`config.mk`:
```
export PLATFORM = sky130hd
export DESIGN_NAME = trial_division_prime_test_unit
export DESIGN_NICKNAME = d
export VERILOG_FILES = /design/src/rtl/tdpt_pkg.sv /design/src/rtl/tdpt_dp.sv /design/src/rtl/tdpt_ctrl.sv /design/src/rtl/trial_division_prime_test_unit.sv
export SDC_FILE = /design/constraint.sdc
export NUM_CORES = 1
export LEC_CHECK = 0
export BUFFER_PORTS_ARGS = -buffer_cell sky130_fd_sc_hd__buf_2
export CAP_MARGIN = 20
export CORE_MARGIN = 4
export CORE_UTILIZATION = 45
export CTS_BUF_LIST = sky130_fd_sc_hd__clkbuf_8
export DETAILED_ROUTE_END_ITERATION = 10
export PLACE_DENSITY = 0.6
export SETUP_SLACK_MARGIN = 0.02
export SLEW_MARGIN = 5
export SYNTH_ARGS = -nofsm -noshare
export SYNTH_HDL_FRONTEND = slang
export SYNTH_SLANG_ARGS = --single-unit
```
`constraint.sdc`:
```
create_clock -name clk -period 4.5 [get_ports clk]
set_clock_uncertainty 0.1 [all_clocks]
set_input_delay 0.9 -clock clk [delete_from_list [all_inputs] [get_ports clk]]
set_output_delay 0.9 -clock clk [all_outputs]
set_load 0.005 [all_outputs]
```
`src/rtl/tdpt_pkg.sv`:
```
// Package: shared constants and control/status types for the trial division prime tester.
`default_nettype none
package tdpt_pkg;

  localparam int unsigned WIDTH_DEF = 16;
  localparam int unsigned FIRST_DIVISOR = 2;

  typedef struct packed {
    logic load;       // take a new candidate, divisor back to first value
    logic div_init;   // clear remainder, copy candidate into shifter
    logic div_step;   // one restoring remainder step
    logic next_div;   // advance divisor and its square
  } tdpt_cmd_t;

  typedef struct packed {
    logic lt_two;     // candidate below two
    logic sq_gt;      // divisor squared exceeds candidate
    logic rem_zero;   // remainder is zero
  } tdpt_sts_t;

endpackage
`default_nettype wire

```
`src/rtl/tdpt_dp.sv`:
```
// Datapath: candidate, divisor, running square and bit-serial remainder unit.
`default_nettype none
module tdpt_dp #(
  parameter int unsigned WIDTH = tdpt_pkg::WIDTH_DEF
) (
  input  wire logic              clk,
  input  wire logic [WIDTH-1:0]  candidate,
  input  wire tdpt_pkg::tdpt_cmd_t cmd,
  output tdpt_pkg::tdpt_sts_t    sts
);

  logic [WIDTH-1:0] num_r;
  logic [WIDTH-1:0] div_r;
  logic [WIDTH+1:0] sq_r;
  logic [WIDTH-1:0] rem_r;
  logic [WIDTH-1:0] shf_r;

  logic [WIDTH:0]   trial;
  logic [WIDTH:0]   diff;
  logic [WIDTH-1:0] rem_nxt;

  assign trial   = {rem_r, shf_r[WIDTH-1]};
  assign diff    = trial - {1'b0, div_r};
  assign rem_nxt = (trial >= {1'b0, div_r}) ? diff[WIDTH-1:0] : trial[WIDTH-1:0];

  always_ff @(posedge clk) begin
    if (cmd.load) begin
      num_r <= candidate;
      div_r <= WIDTH'(tdpt_pkg::FIRST_DIVISOR);
      sq_r  <= (WIDTH+2)'(tdpt_pkg::FIRST_DIVISOR * tdpt_pkg::FIRST_DIVISOR);
    end
    if (cmd.next_div) begin
      div_r <= div_r + WIDTH'(1);
      sq_r  <= sq_r + {1'b0, div_r, 1'b1};
    end
    if (cmd.div_init) begin
      rem_r <= '0;
      shf_r <= num_r;
    end
    if (cmd.div_step) begin
      rem_r <= rem_nxt;
      shf_r <= {shf_r[WIDTH-2:0], 1'b0};
    end
  end

  assign sts.lt_two   = (num_r < WIDTH'(2));
  assign sts.sq_gt    = (sq_r > {2'b00, num_r});
  assign sts.rem_zero = (rem_r == '0);

endmodule
`default_nettype wire

```
`src/rtl/tdpt_ctrl.sv`:
```
// Controller: test sequencer, bit counter and result word register.
`default_nettype none
module tdpt_ctrl #(
  parameter int unsigned WIDTH = tdpt_pkg::WIDTH_DEF
) (
  input  wire logic                clk,
  input  wire logic                rst_n,
  input  wire logic                in_valid,
  output logic                     in_stall,
  output logic                     out_valid,
  input  wire logic                out_stall,
  output logic                     out_is_prime,
  output tdpt_pkg::tdpt_cmd_t      cmd,
  input  wire tdpt_pkg::tdpt_sts_t sts
);

  localparam int unsigned CW = $clog2(WIDTH);

  localparam logic [2:0] S_IDLE   = 3'd0;
  localparam logic [2:0] S_CHECK  = 3'd1;
  localparam logic [2:0] S_DIV    = 3'd2;
  localparam logic [2:0] S_TEST   = 3'd3;
  localparam logic [2:0] S_FINISH = 3'd4;

  logic [2:0]    state_r, state_nxt;
  logic [CW-1:0] cnt_r, cnt_nxt;
  logic          verdict_r, verdict_nxt;
  logic          out_valid_r, out_valid_nxt;
  logic          out_prime_r, out_prime_nxt;
  logic          slot_free;

  assign slot_free = !out_valid_r || !out_stall;

  always_comb begin
    state_nxt     = state_r;
    cnt_nxt       = cnt_r;
    verdict_nxt   = verdict_r;
    out_valid_nxt = out_valid_r && out_stall;
    out_prime_nxt = out_prime_r;
    cmd           = '0;
    case (state_r)
      S_IDLE: begin
        if (in_valid) begin
          cmd.load  = 1'b1;
          state_nxt = S_CHECK;
        end
      end
      S_CHECK: begin
        if (sts.lt_two) begin
          verdict_nxt = 1'b0;
          state_nxt   = S_FINISH;
        end else if (sts.sq_gt) begin
          verdict_nxt = 1'b1;
          state_nxt   = S_FINISH;
        end else begin
          cmd.div_init = 1'b1;
          cnt_nxt      = CW'(WIDTH-1);
          state_nxt    = S_DIV;
        end
      end
      S_DIV: begin
        cmd.div_step = 1'b1;
        if (cnt_r == '0) begin
          state_nxt = S_TEST;
        end else begin
          cnt_nxt = cnt_r - CW'(1);
        end
      end
      S_TEST: begin
        if (sts.rem_zero) begin
          verdict_nxt = 1'b0;
          state_nxt   = S_FINISH;
        end else begin
          cmd.next_div = 1'b1;
          state_nxt    = S_CHECK;
        end
      end
      S_FINISH: begin
        if (slot_free) begin
          out_valid_nxt = 1'b1;
          out_prime_nxt = verdict_r;
          state_nxt     = S_IDLE;
        end
      end
      default: begin
        state_nxt = S_IDLE;
      end
    endcase
  end

  always_ff @(posedge clk) begin
    if (!rst_n) begin
      state_r     <= S_IDLE;
      out_valid_r <= 1'b0;
    end else begin
      state_r     <= state_nxt;
      out_valid_r <= out_valid_nxt;
    end
  end

  always_ff @(posedge clk) begin
    cnt_r       <= cnt_nxt;
    verdict_r   <= verdict_nxt;
    out_prime_r <= out_prime_nxt;
  end

  assign in_stall     = (state_r != S_IDLE);
  assign out_valid    = out_valid_r;
  assign out_is_prime = out_prime_r;

endmodule
`default_nettype wire

```
`src/rtl/trial_division_prime_test_unit.sv`:
```
// Top level: trial division prime tester, controller plus datapath.
//
//  channel | ports                              | word
//  --------+------------------------------------+-------------------------------
//  in      | in_valid, in_stall, in_candidate   | WIDTH-bit unsigned candidate
//  out     | out_valid, out_stall, out_is_prime | 1 if the candidate is prime
//
// One candidate at a time. A candidate below two goes straight to the result.
// Otherwise each divisor tried takes a square check, a WIDTH-step bit-serial
// remainder and a zero test; the 16-bit worst case is 254 divisors.
// Synchronous active-low reset clears the sequencer and the result valid.
// A new word is taken while a finished result still waits under out_stall.
`default_nettype none
module trial_division_prime_test_unit #(
  parameter int unsigned WIDTH = tdpt_pkg::WIDTH_DEF
) (
  input  wire logic             clk,
  input  wire logic             rst_n,
  input  wire logic             in_valid,
  output logic                  in_stall,
  input  wire logic [WIDTH-1:0] in_candidate,
  output logic                  out_valid,
  input  wire logic             out_stall,
  output logic                  out_is_prime
);

  tdpt_pkg::tdpt_cmd_t cmd;
  tdpt_pkg::tdpt_sts_t sts;

  tdpt_dp #(.WIDTH(WIDTH)) u_dp (
    .clk       (clk),
    .candidate (in_candidate),
    .cmd       (cmd),
    .sts       (sts)
  );

  tdpt_ctrl #(.WIDTH(WIDTH)) u_ctrl (
    .clk          (clk),
    .rst_n        (rst_n),
    .in_valid     (in_valid),
    .in_stall     (in_stall),
    .out_valid    (out_valid),
    .out_stall    (out_stall),
    .out_is_prime (out_is_prime),
    .cmd          (cmd),
    .sts          (sts)
  );

  a_busy_after_accept: assert property (@(posedge clk) disable iff (!rst_n)
    (in_valid && !in_stall) |=> in_stall)
    else $error("block not busy after taking a word");

  a_idle_on_result: assert property (@(posedge clk) disable iff (!rst_n)
    $rose(out_valid) |-> !in_stall)
    else $error("result presented while test still running");

  a_step_in_range: assert property (@(posedge clk) disable iff (!rst_n)
    cmd.div_step |-> !sts.sq_gt)
    else $error("remainder step with divisor beyond square root");

  a_one_cmd: assert property (@(posedge clk) disable iff (!rst_n)
    $onehot0(cmd))
    else $error("conflicting datapath commands");

endmodule
`default_nettype wire
```
==> impl_results.md, run 1 <==
- Hold path depth: 0
- CP delay by family, top: simple AND/OR/NAND/NOR gates
- Initial drt markers: between 300 and 400
- Die area: between 15000 and 20000 µm²
- R2R Path End: u_dp.shf_r[11]
- Via count: 4440
- Hold_ws: about 0.33 ns
- Critical Path Start Type: flip-flop
- # Max-Cap Violations: 0
- RSZ-0062 raised after global routing: no
- Post-cts sizing count: 0
- Main area contributors after synthesis: edfxtp_1, ha_1, nor2_1
- WL final: between 10000 and 15000 µm
- Delay of the slowest critical-path stage: about 0.68 ns
- Vias per inst: roughly 5.6
- Mapped Area: about 5900 µm²
- Total negative slack: 0 ns
- Final Max Tran Viols: 0
- Post-route antenna net violation count: 0
- Sequential share of the synthesized area: 0.458
- Gr ovfl total: 0
- Power per cell area: about 340 nW/µm²
- Slew @ Worst Pin: between 0.8 and 0.9 ns
- Area Overhead vs Synth: 8.41%
- Distinct cells, synth: between 50 and 60
- Buffer and inverter count on the worst path: 1
- Num CTS Buffers: 9
- Worst Path Arrival: around 3.3 ns
- Worst Path Max Fanout: 32
- GRT met1 Usage: 0.276
- Mapped Nets: between 600 and 700
- Ys async rst share: 0
- Maximum vdd drop: 0.000213 V
- Placed Cells: 774
- Most Crowded Layer GR: met2
- Yosys top cell area share: 0.441
- CP endpoint kind: flip-flop
- Num ports: 23
- Mapped Cells: 585
- Main combinational cell family by area after synthesis: simple AND/OR/NAND/NOR gates
- Fillers: 1156
- Post-CTS setup buffers: 0
- Crit path kind: flip-flop to flip-flop
- First-pass GRT wire length: about 22000 µm
- Diodes inserted: 0
- I/O Buffers: 22
- Synth Area in Compound Gates: 0.154
- Max_slew headroom: 0.464
- Hold EP: u_ctrl.out_is_prime
- Post-synth top flop: edfxtp_1
- Fmax: just under 0.3 GHz
- Xor/xnor share of the synthesized area: 0.0533
- Std-Cell Rows: 41
- Clk slew on worst S/H paths: about 0.1 ns
- Nets: around 690
- Hold_sp: u_ctrl.verdict_r
- Final hold vios: 0
- Largest net degree at the start of global routing: 35
- Met2 GRT Util: 0.289
- CTS tree: yes
- Routability cong.: a little under 0.9
- DIE WIDTH: about 120 µm
- Tcrit/Tclk final: 0.758
- GR Util All Layers: 0.191
- Drt pass-1 iters: 5
- Hold Crit Class: flip-flop to flip-flop
- Synth Area in Adders: 0.112
- Yosys warns: 0
- CP Cell Sequence: ha_1 > nand4_1 > or4_1 > or3_4 > a21oi_4 > buf_4 > or2_2
- Drt wl/cell: approximately 17 µm
- Sequential Area: 2710 µm²
- Initial antenna violation count: 0
- FF-to-FF setup slack: about 1.1 ns
- Sink Count: 92
- Die Ht: ~120 µm
- Starting density of the core: 0.463
- Clock buffer depth: 2
- Leak Pwr: 2.54 nW
- Post-synthesis mux area share: 0.0169
- Met3 Use GR: 0.0442
- Post-Synth Simple-Gate Area: 0.167
- DPL Wire Length: roughly 10000 µm
- Slowest-stage cell, CP: or2_2
- Synth area leader: edfxtp_1
- CTS Root Buffer Type: clkbuf_8
- Vias in the first global route: 4325
- Syn avg cell area: about 10 µm²
- Multi-input gate area: between 2000 and 3000 µm²
- Post-CTS Hold Buffers: 0
- Number of synthesized flops with an enable pin: just under 90
- Worst skew pair latency: a little under 0.4 ns
- Final setup fails: 0
- Core area: about 13000 µm²
- Final Non-Filler Cells: a little under 800
- RR Startpoint: u_dp.sq_r[9]
- R2R depth: 7
- Tmin final: between 3 and 4 ns
- Seq cells post-synth: between 90 and 100
- Share of cells above drive strength 1: 0.0906
- Req. time, crit path: about 4.4 ns
- Residual DRC: 0
- Status: completed
- Htree depth: 3
[registers in the layout (all words and copies together), names as in the netlist]
register	cells
u_dp.num_r	16
u_ctrl.state_r	3
u_dp.div_r	16
u_dp.sq_r	18
u_dp.rem_r	16
u_ctrl.verdict_r	1
u_dp.shf_r	16
u_ctrl.out_valid	1
u_ctrl.cnt_r	4
u_ctrl.out_is_prime	1
[power breakdown]
group          total, mW  internal, mW  switching (mW)
logic              0.560         0.229           0.331
clock network      0.531         0.205           0.327
registers           1.08          1.02          0.0603
total               2.17          1.45           0.717
[synth_stat cells (12+ instances only)]
master and n:
ha_1 50, nand2_1 38, a21oi_1 36, a21o_1 12
o21ai_0 24, nand2b_1 12, inv_1 47, a22o_1 15
edfxtp_1 87, nor2_1 71, xnor2_1 26, nor4_1 12
nor3_1 15
[cells in the final DEF (no fill, tap or decap), types with 7 or more instances in the layout]
cell type	count
a211oi_1	7
xnor2_1	26
a21o_1	12
nor4_1	12
edfxtp_1	87
nand2_1	38
clkbuf_8	9
nand4_1	9
a22o_1	15
nor2_1	71
mux2i_1	10
nand3_1	9
inv_1	48
o21ai_0	23
ha_1	50
nor3_1	15
xor2_1	10
a21oi_1	36
buf_2	22
nand2b_1	12
[cell type report]
class                           instances  share of cell area
Tap cell                              172              0.0335
Timing Repair Buffer                   28              0.0242
Sequential cell                        92               0.423
Inverter                               47              0.0275
Clock inverter                          7             0.00799
Multi-Input combinational cell        435               0.465
Clock buffer                            9              0.0193
[worst max-delay path by stage]
stage                       from        endpoint  slack, ns  cells after the start
floorplan               in_valid   u_dp.div_r[0]       0.55                      2
global placement    u_dp.sq_r[9]  u_dp.rem_r[11]       1.15                      7
detailed placement  u_dp.sq_r[9]  u_dp.rem_r[11]       1.09                      7
CTS                 u_dp.sq_r[9]  u_dp.rem_r[12]       1.07                      7
global route        u_dp.sq_r[9]  u_dp.rem_r[12]       0.93                      7
finish              u_dp.sq_r[9]  u_dp.shf_r[11]       1.09                      7
[through the flow]
step                      total power, mW  utilization  cell area [µm²]  setup slack [ns]
final                                2.17        0.502             6420              1.09
after global routing                 2.31        0.502             6420             0.927
after CTS                            2.18        0.502             6420              1.07
after detailed placement             1.65        0.489             6240              1.09
after global placement               1.64        0.489             6240              1.15
after floorplan                      1.51            -             5920             0.548
[worst register-to-register path: stages, from the launching register on]
cell and delay (ns):
edfxtp_1 0.43, ha_1 0.36, nand4_1 0.15, or4_1 0.53
or3_4 0.40, a21oi_4 0.14, buf_4 0.24, or2_2 0.69
[logic make-up (layout without fill, tap and decap cells)]
logic type,after synthesis,after routing
buffers and inverters,58,91
xor gates and xnor gates,36,36
DFF,92,92
AOI/OAI and AO/OA,135,135
adders and majority gates,52,52
and+or+nand+nor,202,202
muxes,10,10
[metal layers]
metal | vias to the layer above | wire length [µm]
met2 | 98 | 6140
met5 | - | 0
met4 | 0 | 140
li1 | 2209 | -
met1 | 2117 | 6800
met3 | 16 | 568
Note: power is estimated with default switching activity, not from simulation.
==> run 2: changes to the inputs <==
==> constraint.sdc (replaced) <==
create_clock -name clk -period 3.35 [get_ports clk]
set_clock_uncertainty 0.1 [all_clocks]
set_input_delay 0.67 -clock clk [delete_from_list [all_inputs] [get_ports clk]]
set_output_delay 0.67 -clock clk [all_outputs]
set_load 0.005 [all_outputs]
==> run 2 against run 1 <==
Sequential power up 34%. Wire length down 4.3%. Hold slack better by 0.017 ns. Total power up 38%. Flip-flop and latch count unchanged. Worst setup slack worse by 0.72 ns. Highest routed layer unchanged.
==> impl_results.md, run 2 (synthesis gave the netlist of run 1 again) <==
- Pre-CTS WS: 0.391 ns
- Slowest-stage cell, CP: or4_1
- WL final: 13100 µm
- Sequential Power Share: 0.483
- Most frequent cells in the layout: edfxtp_1, nor2_1, ha_1, inv_1, nand2_1
- Worst Path Max Fanout: 18
- Initial antenna violation count: 0
- Die Ht: 123 µm
- Net Sw Frac: 0.315
- Buffer and inverter count on the worst path: 1
- Post-CTS Hold Buffers: 0
- Critical Path Start Type: flip-flop
- Comb pwr share: 0.250
- Max_slew headroom: 0.572
- Die area: 15100 µm²
- Hold_ws: about 0.35 ns
- Internal power: 2.06 mW
- Vias per inst: 5.56
- Num CTS Buffers: 9
- Placed Area: roughly 6300 µm²
- Leak Pwr: roughly 2.6 nW
- Most common cell after layout, fill and taps aside: edfxtp_1
- I/O Buffers: 22
- CTS tree: yes
- Req. time, crit path: roughly 3.3 ns
- Diodes inserted: 0
- Residual DRC: 0
- Nets: ~700
- Final Max Tran Viols: 0
- Initial drt markers: 303
- Num ports: 23
- First-pass GRT wire length: around 22000 µm
- Area Overhead vs Synth: 9.36%
- Power per cell area: around 460 nW/µm²
- Reg with most FFs: u_dp.sq_r
- CTS Root Buffer Type: clkbuf_8
- Post-route antenna net violation count: 0
- CP delay by family, top: simple AND/OR/NAND/NOR gates
- Maximum vdd drop: approximately 0.00026 V
- Std-Cell Rows: a little over 40
- Clock buffer depth: 2
- Slew @ Worst Pin: between 0.6 and 0.7 ns
- Clk pwr share: 0.267
- Gr ovfl total: 0
- Worst Path Arrival: 2.94 ns
- Finished Cell Area: about 6500 µm²
- Post-CTS setup buffers: 0
- Status: completed
- Worst skew pair latency: around 0.37 ns
- CP endpoint kind: flip-flop
- Worst setup margin: 0.370 ns
- Max reg flops: 18
- Starting density of the core: 0.463
- DPL Wire Length: slightly above 10000 µm
- Share of cells above drive strength 1: 0.0966
- Fmax: ~0.34 GHz
- Core area: 12800 µm²
- Final Power: between 2 and 3 mW
- Total negative slack: 0 ns
- Hold Crit Class: flip-flop to flip-flop
- Drt wl/cell: 16.5 µm
- Final hold vios: 0
- Delay of the slowest critical-path stage: roughly 0.56 ns
- Vias in the first global route: approximately 4300
- CP Cell Sequence: ha_1 > nand4_1 > or4_1 > or3_4 > a21oi_4 > or2_2 > buf_4
- Sw Pwr: approximately 940 µW
- Post-cts sizing count: 0
- # Max-Cap Violations: 0
- Htree depth: 3
- Sink Count: 92
- Final setup fails: 0
- Clk slew on worst S/H paths: 0.10 ns
- Largest net degree at the start of global routing: 35
- Tcrit/Tclk final: 0.889
- Via count: between 4000 and 5000
- RSZ-0062 raised after global routing: no
- Tmin final: between 2 and 3 ns
- Crit path kind: flip-flop to flip-flop
- DIE WIDTH: 123 µm
- Routability cong.: 0.887
- Drt pass-1 iters: 4
- GR Util All Layers: 0.182
run 2: cell types whose count changed in the layout (fill, tap and decap cells not counted), sizes merged:
cell and delta:
buf +3, bufinv +1, clkbuf +1, inv -2
run 2: through the flow:
step / std cells / utilization
global placement: 777 / 0.490
CTS: 793 / 0.507
detailed placement: 777 / 0.490
floorplan: 585 / -
finish: 793 / 0.507
global route: 793 / 0.507
run 2: layer usage:
layer,wire (µm),vias to the layer above,track usage
met5,0,-,0
met1,6370,2126,0.264
met4,88,0,0.0322
met2,6050,63,0.287
li1,-,2212,-
met3,542,11,0.0346
run 2: path summary, 6_finish.rpt:
kind,startpoint,depth (start not counted),to,slack (ns)
setup reg to reg,u_dp.sq_r[9],7,u_dp.rem_r[11],0.37
hold reg to reg,u_ctrl.verdict_r,0,u_ctrl.out_is_prime,0.35
hold / removal,u_ctrl.verdict_r,0,u_ctrl.out_is_prime,0.35
setup / recovery,u_dp.sq_r[9],7,u_dp.rem_r[11],0.37
run 2: power by group through the flow:
stage	combinational (mW)	clock, mW	sequential (mW)
after floorplan	0.583	0	1.44
after global placement	0.727	0	1.48
after detailed placement	0.744	0	1.48
after CTS	0.749	0.823	1.45
after global routing	0.851	0.877	1.46
final	0.749	0.801	1.45
run 2: cell type report:
class	instances	area (µm²)
Inverter	47	176
Sequential cell	92	2710
Timing Repair Buffer	31	178
Clock inverter	6	71.3
Multi-Input combinational cell	435	2980
Fill cell	1157	6300
Tap cell	172	215
Clock buffer	10	138
run 2: worst reg2reg max path: stages, from the launching register on:
cell      delay (ns)
edfxtp_1        0.43
ha_1            0.35
nand4_1         0.13
or4_1           0.56
or3_4           0.41
a21oi_4         0.27
or2_2           0.17
buf_4           0.26
